$ cat config.mk
export PLATFORM = sky130hd
export DESIGN_NAME = bcd_clock_with_alarm_flash_top
export DESIGN_NICKNAME = d
export VERILOG_FILES = /design/src/design/bcdc_pkg.sv /design/src/design/bcd_clock_with_alarm_flash_top.sv /design/src/design/bcdc_step.sv
export SDC_FILE = /design/constraint.sdc
export NUM_CORES = 1
export LEC_CHECK = 0
export BUFFER_PORTS_ARGS = -buffer_cell sky130_fd_sc_hd__buf_2
export CORE_ASPECT_RATIO = 1.75
export CORE_UTILIZATION = 61
export DETAILED_ROUTE_END_ITERATION = 16
export PLACE_DENSITY = 0.81
export RECOVER_POWER = 100
export SLEW_MARGIN = 20
export SYNTH_ARGS = -nofsm -noshare
export SYNTH_HDL_FRONTEND = slang
export SYNTH_HIERARCHICAL = 1
export SYNTH_SLANG_ARGS = --single-unit
$ cat constraint.sdc
create_clock -name clock -period 5.6 [get_ports clock]
set_input_delay 0.28 -clock clock [delete_from_list [all_inputs] [get_ports clock]]
set_output_delay 0.28 -clock clock [all_outputs]
set_load 0.01 [all_outputs]
$ cat src/design/bcdc_pkg.sv
// Package for the BCD clock with alarm flasher.
// Holds the beat types, the command and register codes and the reset values.
// No dependencies.
package bcdc_pkg;

   localparam int unsigned CSR_INDEX_WIDTH = 3;
   localparam int unsigned CSR_DATA_WIDTH  = 8;

   localparam logic [1:0] CMD_SECOND = 2'd0;
   localparam logic [1:0] CMD_FLASH  = 2'd1;
   localparam logic [1:0] CMD_LOAD   = 2'd2;

   localparam logic [CSR_INDEX_WIDTH-1:0] REG_ALARM_HOUR_TENS     = 3'd0;
   localparam logic [CSR_INDEX_WIDTH-1:0] REG_ALARM_HOUR_UNITS    = 3'd1;
   localparam logic [CSR_INDEX_WIDTH-1:0] REG_ALARM_MINUTE_TENS   = 3'd2;
   localparam logic [CSR_INDEX_WIDTH-1:0] REG_ALARM_MINUTE_UNITS  = 3'd3;
   localparam logic [CSR_INDEX_WIDTH-1:0] REG_FLASH_LIMIT         = 3'd4;
   localparam logic [CSR_INDEX_WIDTH-1:0] REG_SECONDS_PER_MINUTE  = 3'd5;

   localparam logic [1:0] RST_ALARM_HOUR_TENS    = 2'd1;
   localparam logic [3:0] RST_ALARM_HOUR_UNITS   = 4'd2;
   localparam logic [2:0] RST_ALARM_MINUTE_TENS  = 3'd4;
   localparam logic [3:0] RST_ALARM_MINUTE_UNITS = 4'd5;
   localparam logic [7:0] RST_FLASH_LIMIT        = 8'd50;
   localparam logic [5:0] RST_SECONDS_PER_MINUTE = 6'd60;

   localparam logic [4:0] UNITS_MAX       = 5'd9;
   localparam logic [3:0] MINUTE_TENS_MAX = 4'd5;
   localparam logic [1:0] HOUR_TENS_TOP   = 2'd2;
   localparam logic [1:0] HOUR_TENS_BAD   = 2'd3;
   localparam logic [3:0] HOUR_UNITS_TOP  = 4'd3;
   localparam logic [7:0] FLASH_COUNT_MAX = 8'd255;

   typedef struct packed {
      logic [1:0] command;
      logic [1:0] load_hour_tens;
      logic [3:0] load_hour_units;
      logic [2:0] load_minute_tens;
      logic [3:0] load_minute_units;
   } req_type;

   typedef struct packed {
      logic [1:0] hour_tens;
      logic [3:0] hour_units;
      logic [2:0] minute_tens;
      logic [3:0] minute_units;
      logic       alarm_match;
      logic       led_pulse;
      logic       alarm_locked;
   } rsp_type;

   typedef struct packed {
      logic [1:0] alarm_hour_tens;
      logic [3:0] alarm_hour_units;
      logic [2:0] alarm_minute_tens;
      logic [3:0] alarm_minute_units;
      logic [7:0] flash_limit;
      logic [5:0] seconds_per_minute;
   } cfg_type;

   typedef struct packed {
      logic [5:0] second_count;
      logic [1:0] hour_tens;
      logic [3:0] hour_units;
      logic [2:0] minute_tens;
      logic [3:0] minute_units;
      logic [7:0] flash_count;
      logic       lock_flag;
   } clock_state_type;

endpackage

$ cat src/design/bcd_clock_with_alarm_flash_top.sv
// Top level of the BCD 24-hour clock with alarm flasher.
// Depends on bcdc_pkg and bcdc_step.
//
//   channel  ports                              payload
//   req      req_valid / req_stall / req_data    bcdc_pkg::req_type
//   rsp      rsp_valid / rsp_stall / rsp_data    bcdc_pkg::rsp_type
//   csr      csr_valid / csr_ready / csr_index   csr_data, 8 bits
//
// One beat per cycle sustained while rsp is not stalled; an accepted beat goes from the input
// register through the update pass to the result register driving rsp. The rate is set by
// the single update pass between them. Synchronous reset clears the time, the flasher and the
// valids; the config registers take their defaults. A stalled rsp holds one more req beat in
// the input register, then stalls req. csr_ready is always high.
module bcd_clock_with_alarm_flash_top (
   input  logic                                     clock,
   input  logic                                     reset,
   input  logic                                     req_valid,
   output logic                                     req_stall,
   input  bcdc_pkg::req_type                        req_data,
   output logic                                     rsp_valid,
   input  logic                                     rsp_stall,
   output bcdc_pkg::rsp_type                        rsp_data,
   input  logic                                     csr_valid,
   output logic                                     csr_ready,
   input  logic [bcdc_pkg::CSR_INDEX_WIDTH-1:0]     csr_index,
   input  logic [bcdc_pkg::CSR_DATA_WIDTH-1:0]      csr_data
);

   logic                      in_valid_ff;
   logic                      in_valid_in;
   bcdc_pkg::req_type         in_data_ff;
   logic                      out_valid_ff;
   logic                      out_valid_in;
   bcdc_pkg::rsp_type         out_data_ff;
   bcdc_pkg::clock_state_type state_ff;
   bcdc_pkg::clock_state_type state_in;
   bcdc_pkg::cfg_type         cfg_ff;
   bcdc_pkg::rsp_type         result;
   logic                      advance;
   logic                      req_take;

   assign advance   = in_valid_ff && (!out_valid_ff || !rsp_stall);
   assign req_stall = in_valid_ff && !advance;
   assign req_take  = req_valid && !req_stall;
   assign csr_ready = 1'b1;
   assign rsp_valid = out_valid_ff;
   assign rsp_data  = out_data_ff;

   always_comb begin
      in_valid_in = in_valid_ff;
      if (req_take) begin
         in_valid_in = 1'b1;
      end else if (advance) begin
         in_valid_in = 1'b0;
      end
      out_valid_in = out_valid_ff;
      if (advance) begin
         out_valid_in = 1'b1;
      end else if (!rsp_stall) begin
         out_valid_in = 1'b0;
      end
   end

   bcdc_step u_step (
      .cfg    (cfg_ff),
      .cur    (state_ff),
      .item   (in_data_ff),
      .nxt    (state_in),
      .result (result)
   );

   always_ff @(posedge clock) begin
      if (reset) begin
         in_valid_ff  <= 1'b0;
         out_valid_ff <= 1'b0;
         state_ff     <= '0;
      end else begin
         in_valid_ff  <= in_valid_in;
         out_valid_ff <= out_valid_in;
         if (advance) begin
            state_ff <= state_in;
         end
      end
   end

   always_ff @(posedge clock) begin
      if (req_take) begin
         in_data_ff <= req_data;
      end
      if (advance) begin
         out_data_ff <= result;
      end
   end

   always_ff @(posedge clock) begin
      if (reset) begin
         cfg_ff.alarm_hour_tens    <= bcdc_pkg::RST_ALARM_HOUR_TENS;
         cfg_ff.alarm_hour_units   <= bcdc_pkg::RST_ALARM_HOUR_UNITS;
         cfg_ff.alarm_minute_tens  <= bcdc_pkg::RST_ALARM_MINUTE_TENS;
         cfg_ff.alarm_minute_units <= bcdc_pkg::RST_ALARM_MINUTE_UNITS;
         cfg_ff.flash_limit        <= bcdc_pkg::RST_FLASH_LIMIT;
         cfg_ff.seconds_per_minute <= bcdc_pkg::RST_SECONDS_PER_MINUTE;
      end else if (csr_valid && csr_ready) begin
         unique case (csr_index)
            bcdc_pkg::REG_ALARM_HOUR_TENS:    cfg_ff.alarm_hour_tens    <= csr_data[1:0];
            bcdc_pkg::REG_ALARM_HOUR_UNITS:   cfg_ff.alarm_hour_units   <= csr_data[3:0];
            bcdc_pkg::REG_ALARM_MINUTE_TENS:  cfg_ff.alarm_minute_tens  <= csr_data[2:0];
            bcdc_pkg::REG_ALARM_MINUTE_UNITS: cfg_ff.alarm_minute_units <= csr_data[3:0];
            bcdc_pkg::REG_FLASH_LIMIT:        cfg_ff.flash_limit        <= csr_data;
            bcdc_pkg::REG_SECONDS_PER_MINUTE: cfg_ff.seconds_per_minute <= csr_data[5:0];
            default: begin
            end
         endcase
      end
   end

endmodule

$ cat src/design/bcdc_step.sv
// Next-state and result logic of the BCD clock for one beat.
// Purely combinational; depends on bcdc_pkg.
module bcdc_step (
   input  bcdc_pkg::cfg_type         cfg,
   input  bcdc_pkg::clock_state_type cur,
   input  bcdc_pkg::req_type         item,
   output bcdc_pkg::clock_state_type nxt,
   output bcdc_pkg::rsp_type         result
);

   logic [5:0] sec_inc;
   logic [4:0] mu_inc;
   logic       mu_wrap;
   logic [3:0] mt_step;
   logic       hour_wrap;
   logic [4:0] hu_inc;
   logic [8:0] fc_inc;
   logic       match;
   logic       pulse;

   assign sec_inc   = cur.second_count + 6'd1;
   assign mu_inc    = {1'b0, cur.minute_units} + 5'd1;
   assign mu_wrap   = mu_inc > bcdc_pkg::UNITS_MAX;
   assign mt_step   = {1'b0, cur.minute_tens} + {3'b000, mu_wrap};
   assign hour_wrap = (cur.hour_tens == bcdc_pkg::HOUR_TENS_BAD)
                   || (cur.hour_tens == bcdc_pkg::HOUR_TENS_TOP
                       && cur.hour_units >= bcdc_pkg::HOUR_UNITS_TOP);
   assign hu_inc    = {1'b0, cur.hour_units} + 5'd1;
   assign fc_inc    = {1'b0, cur.flash_count} + 9'd1;

   always_comb begin
      nxt   = cur;
      pulse = 1'b0;
      unique case (item.command)
         bcdc_pkg::CMD_SECOND: begin
            if (sec_inc >= cfg.seconds_per_minute) begin
               nxt.second_count = 6'd0;
               if (mt_step > bcdc_pkg::MINUTE_TENS_MAX) begin
                  nxt.minute_tens  = 3'd0;
                  nxt.minute_units = 4'd0;
                  if (hour_wrap) begin
                     nxt.hour_tens  = 2'd0;
                     nxt.hour_units = 4'd0;
                  end else if (hu_inc > bcdc_pkg::UNITS_MAX) begin
                     nxt.hour_units = 4'd0;
                     nxt.hour_tens  = cur.hour_tens + 2'd1;
                  end else begin
                     nxt.hour_units = hu_inc[3:0];
                  end
               end else begin
                  nxt.minute_tens  = mt_step[2:0];
                  nxt.minute_units = mu_wrap ? 4'd0 : mu_inc[3:0];
               end
            end else begin
               nxt.second_count = sec_inc;
            end
         end
         bcdc_pkg::CMD_LOAD: begin
            nxt.hour_tens    = item.load_hour_tens;
            nxt.hour_units   = item.load_hour_units;
            nxt.minute_tens  = item.load_minute_tens;
            nxt.minute_units = item.load_minute_units;
            nxt.second_count = 6'd0;
         end
         default: begin
         end
      endcase

      match = nxt.hour_tens == cfg.alarm_hour_tens
           && nxt.hour_units == cfg.alarm_hour_units
           && nxt.minute_tens == cfg.alarm_minute_tens
           && nxt.minute_units == cfg.alarm_minute_units;

      if (match) begin
         if (item.command == bcdc_pkg::CMD_FLASH && cur.flash_count <= cfg.flash_limit
             && !cur.lock_flag) begin
            pulse = 1'b1;
            if (fc_inc > {1'b0, cfg.flash_limit}) begin
               nxt.lock_flag = 1'b1;
            end
            nxt.flash_count = fc_inc[8] ? bcdc_pkg::FLASH_COUNT_MAX : fc_inc[7:0];
         end
         if (nxt.flash_count > cfg.flash_limit) begin
            nxt.lock_flag = 1'b1;
         end
      end else begin
         nxt.flash_count = 8'd0;
         nxt.lock_flag   = 1'b0;
      end

      result.hour_tens    = nxt.hour_tens;
      result.hour_units   = nxt.hour_units;
      result.minute_tens  = nxt.minute_tens;
      result.minute_units = nxt.minute_units;
      result.alarm_match  = match;
      result.led_pulse    = pulse;
      result.alarm_locked = nxt.lock_flag;
   end

endmodule

After elaboration in Yosys (flattened, before gate mapping). Cells that the tools add are included.

Logic and storage cells: 102. Output and inout bits: 19. Input port bits: 31. Bits in registers: 88.

$add $sub $neg: 6. Reductions and logical operators: 27. Order comparisons: 8. Equality and inequality tests: 14. Mux-type cells: 20.

Operators by type and width (count): $pmux 19 s2 (1); $mux 9 (3); $mux 6 (3); $reduce_and 2->1 (7); $mux 13 (1); $add 4x1->5 const B (2); $gt 5x4->1 const B (2); $add 8x1->9 const B (1); $gt 9x8->1 (1); $logic_and 1x1->1 (9); $eq 4x4->1 (2); $gt 8x8->1 (1); $le 8x8->1 (1); $mux 4 (2); $mux 8 (1); $mux 1 (7); $mux 7 (1); $add 6x1->6 const B (1); $eq 2x2->1 const B (3); $eq 3x2->1 const B (2); $eq 3x3->1 const B (2); $ge 6x6->1 (1); $logic_not 1->1 (5); $add 3x1->4 (1); 13 further kinds (15).

Logic depth before layout (Yosys ltp).
Depth after elaboration: 15. Depth in mapped cells: 19. Gate-level depth less buffers: 19.

Modules after synthesis. The synthesis kept the hierarchy.

By module, submodules not included: bcd_clock_with_alarm_flash_top (seq. area each 2072.0 µm², instances 1, cells each 271, area each 3423.3 µm²); bcdc_step (seq. area each 0.0 µm², instances 1, cells each 367, area each 2658.8 µm²).

Least setup slack after synthesis. OpenSTA, ideal clock, no wires.

Kind: reg2reg. Start: register state_ff[9] (netlist bit). End: register state_ff[2] (netlist bit). Arrival time: 4.182 ns. Required time: 5.528 ns. Cell stages (with the launch flop): 20. Clock period less this slack: 4.253 ns. Buffers on the path: 1. Slack: 1.347 ns. Setup time: 0.072 ns. Path through: dfxtp_1 > inv_1 > ha_1 > nor2b_1 > o21ai_0 > a311oi_2 > inv_1 > ha_1 > ha_1 > xor2_1 > a32o_1 > o311ai_0 > a21oi_1 > a2111oi_2 > nand4b_1 > or4_4 > buf_6 > nor4b_2 > nand2b_1 > mux2i_1.

RTL lines: start, declared (RTL line bcd_clock_with_alarm_flash_top.sv:35) `bcdc_pkg::clock_state_type state_ff;`; start signal, assigned (RTL line bcd_clock_with_alarm_flash_top.sv:81) `state_ff <= state_in;`.

==> impl_metrics.csv <==
group,metric,value,unit
critical_path,cp_data_required_time,5.84,ns
critical_path,critPathKind,"flip-flop to flip-flop",
status,status,"complete, but fails checks",
critical_path,reg2reg_setup_slack,0.38,ns
critical_path,critPathSlowestCell,"a41oi_1",
yosys,synth_area,6080,um2
critical_path,arrival,5.46,ns
clock_tree,cts_tree,"done",
power,p_leak,2.64,nW
finish,antenna_cells,0,
yosys,synth-simple-area-share,23.6,%
timing,post-route-period-util,93.2,%
floorplanning,die_area,10400,um2
yosys,syn_inst,638,
clock_tree,clk_latency,0.35,ns
critical_path,crit_path_max_fanout,12,
timing,finalCriticalPeriod,5.22,ns
placed_design,gp_congestion,0.936,
clock_tree,htree_num_levels,3,
yosys,synth_top_family_by_area,"simple AND/OR/NAND/NOR gates",
yosys,synth_compound_area_share,14.1,%
yosys,synth_fa_ha_area_share,8.23,%
global_routing,antenna_found_initial,0,
floorplanning,core-area,9590,um2
placed_design,dp.final_hpwl,10200,um
timing,fin_worst_skew,0.00909,ns
global_routing,grt_pass1_wl,22900,um
route,remaining_drc_errors,0,
floorplanning,start_util,63.5,%
placed_design,numPortBuffers,48,
timing,final_max_slew_viol_count,143,
clock_tree,post_cts_buffers,0,
critical_path,startpoint_type,"flip-flop",
route,ant_nets,0,
worst_hold_path,hold_path_class,"input port to flip-flop",
timing,tns,0,ns
finish,seqCellArea,2070,um2
timing,slew_headroom,-107,%
floorplanning,die_w,77.5,um
power,power_density,233,nW/um2
global_routing,track_usage,28.2,%
clock_tree,clockRootBuffer,"clkbuf_16",
clock_tree,numCtsBuffers,9,
clock_tree,cts_resized,0,
yosys,synth-seq-cells,88,
power,fin_total_pwr,1.50,mW
global_routing,grt-ovfl-total,0,
finish,multi_input_area,3490,um2
critical_path,cpLargestDelayFamily,"compound AO/OA/AOI/OAI gates",
route,wire_per_inst,18.0,um
floorplanning,fp-row-count,47,
clock_tree,path_clk_slew,0.07,ns
power,ir_worst_vdd,187,uV
critical_path,cp_num_buf_inv,1,
yosys,synth_ff_type,"dfxtp_1",
finish,drive_gt1_share,10.5,%
yosys,synth-xor-area-share,3.02,%
global_routing,grt_pass1_vias,4760,
timing,tightest_slew,3.10,ns
floorplanning,boundaryPins,50,
route,dr.pass1.iters,5,
yosys,ys_warn_count,6,
yosys,synth_edf_count,31,
finish,area_growth,5.74,%
yosys,synth.avg_cell_area,9.53,um2
route,viasPerCell,6.17,
critical_path,max_stage_delay,0.99,ns
finish,fillers,783,
yosys,synth.distinct_cells,79,
timing,fmax,192,MHz
yosys,synthMuxAreaShare,9.57,%
clock_tree,clock-sinks,88,
yosys,synth_top_area_share,18.8,%
critical_path,cp-end-kind,"flip-flop",
run,drv_cap,2,
finish,nNetsFinal,730,
timing,hold_viol,0,
critical_path,cp_cell_sequence,"ha_1 -> nand3_1 -> xnor2_1 -> ha_1 -> a21o_1 -> a21o_1 -> a41oi_1 -> clkbuf_1 -> a2111oi_0 -> a311oi_1 -> xor2_1 -> or4_4 -> nor4b_1 -> nand2b_1 -> mux2i_1",
yosys,yosys.area.top_type,"dfxtp_1",
route,vias,4848,
timing,rsz0062_at_grt,"false",
yosys,synth_nets,709,
clock_tree,clockBufferDepth,2,
floorplanning,die_h,134,um
yosys,synth_async_sr_flop_share,0,%
global_routing,grt_max_degree,98,
yosys,synth.top_cells.by_area,"dfxtp_1 19%, edfxtp_1 15%, mux2i_1 9.4%",
route,drt_first_iter_violations,363,
timing,setup_viol,0,
route,routed_wl,14100,um
status,violations,"max-capacitance violations, max-slew violations",
yosys,yosysSeqAreaShare,34.1,%
clock_tree,holdBufCountCts,0,
-- path summary, 6_finish.rpt --
| check | to | startpoint | cells past startpoint |
|---|---|---|---|
| worst max register to register | state_ff[3] | state_ff[22] | 15 |
| worst min-delay path | in_data_ff[9] | req_data[9] | 1 |
| worst max-delay path | state_ff[3] | state_ff[22] | 15 |
| worst min register to register | cfg_ff[9] | cfg_ff[9] | 2 |
-- Yosys cell counts, types with 9 or more instances --
cell type and instances:
a21oi_1 19, a31oi_1 9, buf_4 21, clkbuf_1 11
dfxtp_1 57, edfxtp_1 31, ha_1 40, inv_1 38
mux2i_1 57, nand2_1 22, nand2b_1 84, nand3_1 16
nor2_1 45, nor3_1 9, o21ai_0 17, xnor2_1 10
xor2_1 11
-- power breakdown --
group          switching, mW  internal [mW]
combinational          0.106         0.0749
clock                  0.248          0.369
sequential            0.0176          0.685
-- logic make-up after synthesis --
logic type / after synthesis
AO/OA/AOI/OAI: 111
XOR/XNOR: 21
adder cells (fa/ha/maj): 40
buffers and inverters: 85
flip-flops: 88
multiplexers: 58
other: 1
AND/OR/NAND/NOR: 234
-- final cells by class --
cell class	instances	area share (%)
multi-input cells	465	54.3
flip-flops and latches	88	32.2
clock buffers	14	4.61
repair buffers	56	4.03
well taps	122	2.37
inverters	39	2.28
clock inverters	2	0.233
-- state kept, by name, summed over array words and instances (netlist names) --
name / flops
rsp_data: 16
rsp_valid: 1
in_valid_ff: 1
cfg_ff: 27
in_data_ff: 15
state_ff: 28
-- through the flow --
stage	hold WS (ns)	cell area [um2]	setup WS, ns	cells	utilization [%]
detailed placement	0.458	6240	0.703	770	65.1
global route	0.0978	6430	0.179	786	67.1
global placement	0.456	6240	0.886	770	65.1
CTS	0.102	6560	0.612	786	68.4
floorplan	0.379	6080	1.35	638	-
finish	0.110	6430	0.378	786	67.1
-- per-layer routing --
metal,track usage [%],wire length [um]
met2,51.5,7590
met5,0,0
met4,14.4,424
met3,4.42,630
met1,30.9,5490
-- placed cells by master (no fill, tap or decap), types with 4 or more instances in the layout --
cell type / n
ha_1: 40
dfxtp_1: 57
nand2b_1: 84
nor4_1: 7
nor3_1: 9
nor2_1: 45
nand3_1: 16
nand2_1: 22
o21ai_0: 17
a21o_1: 7
inv_1: 38
buf_2: 30
a21oi_1: 19
mux2i_1: 57
clkbuf_16: 11
a31oi_1: 9
nand4_1: 8
xnor2_1: 10
edfxtp_1: 31
nor2b_1: 7
nor4b_1: 5
a22o_1: 6
a22oi_1: 6
and3_1: 4
o22ai_1: 6
xor2_1: 11
clkbuf_1: 25
(Power assumes the default switching activity.)
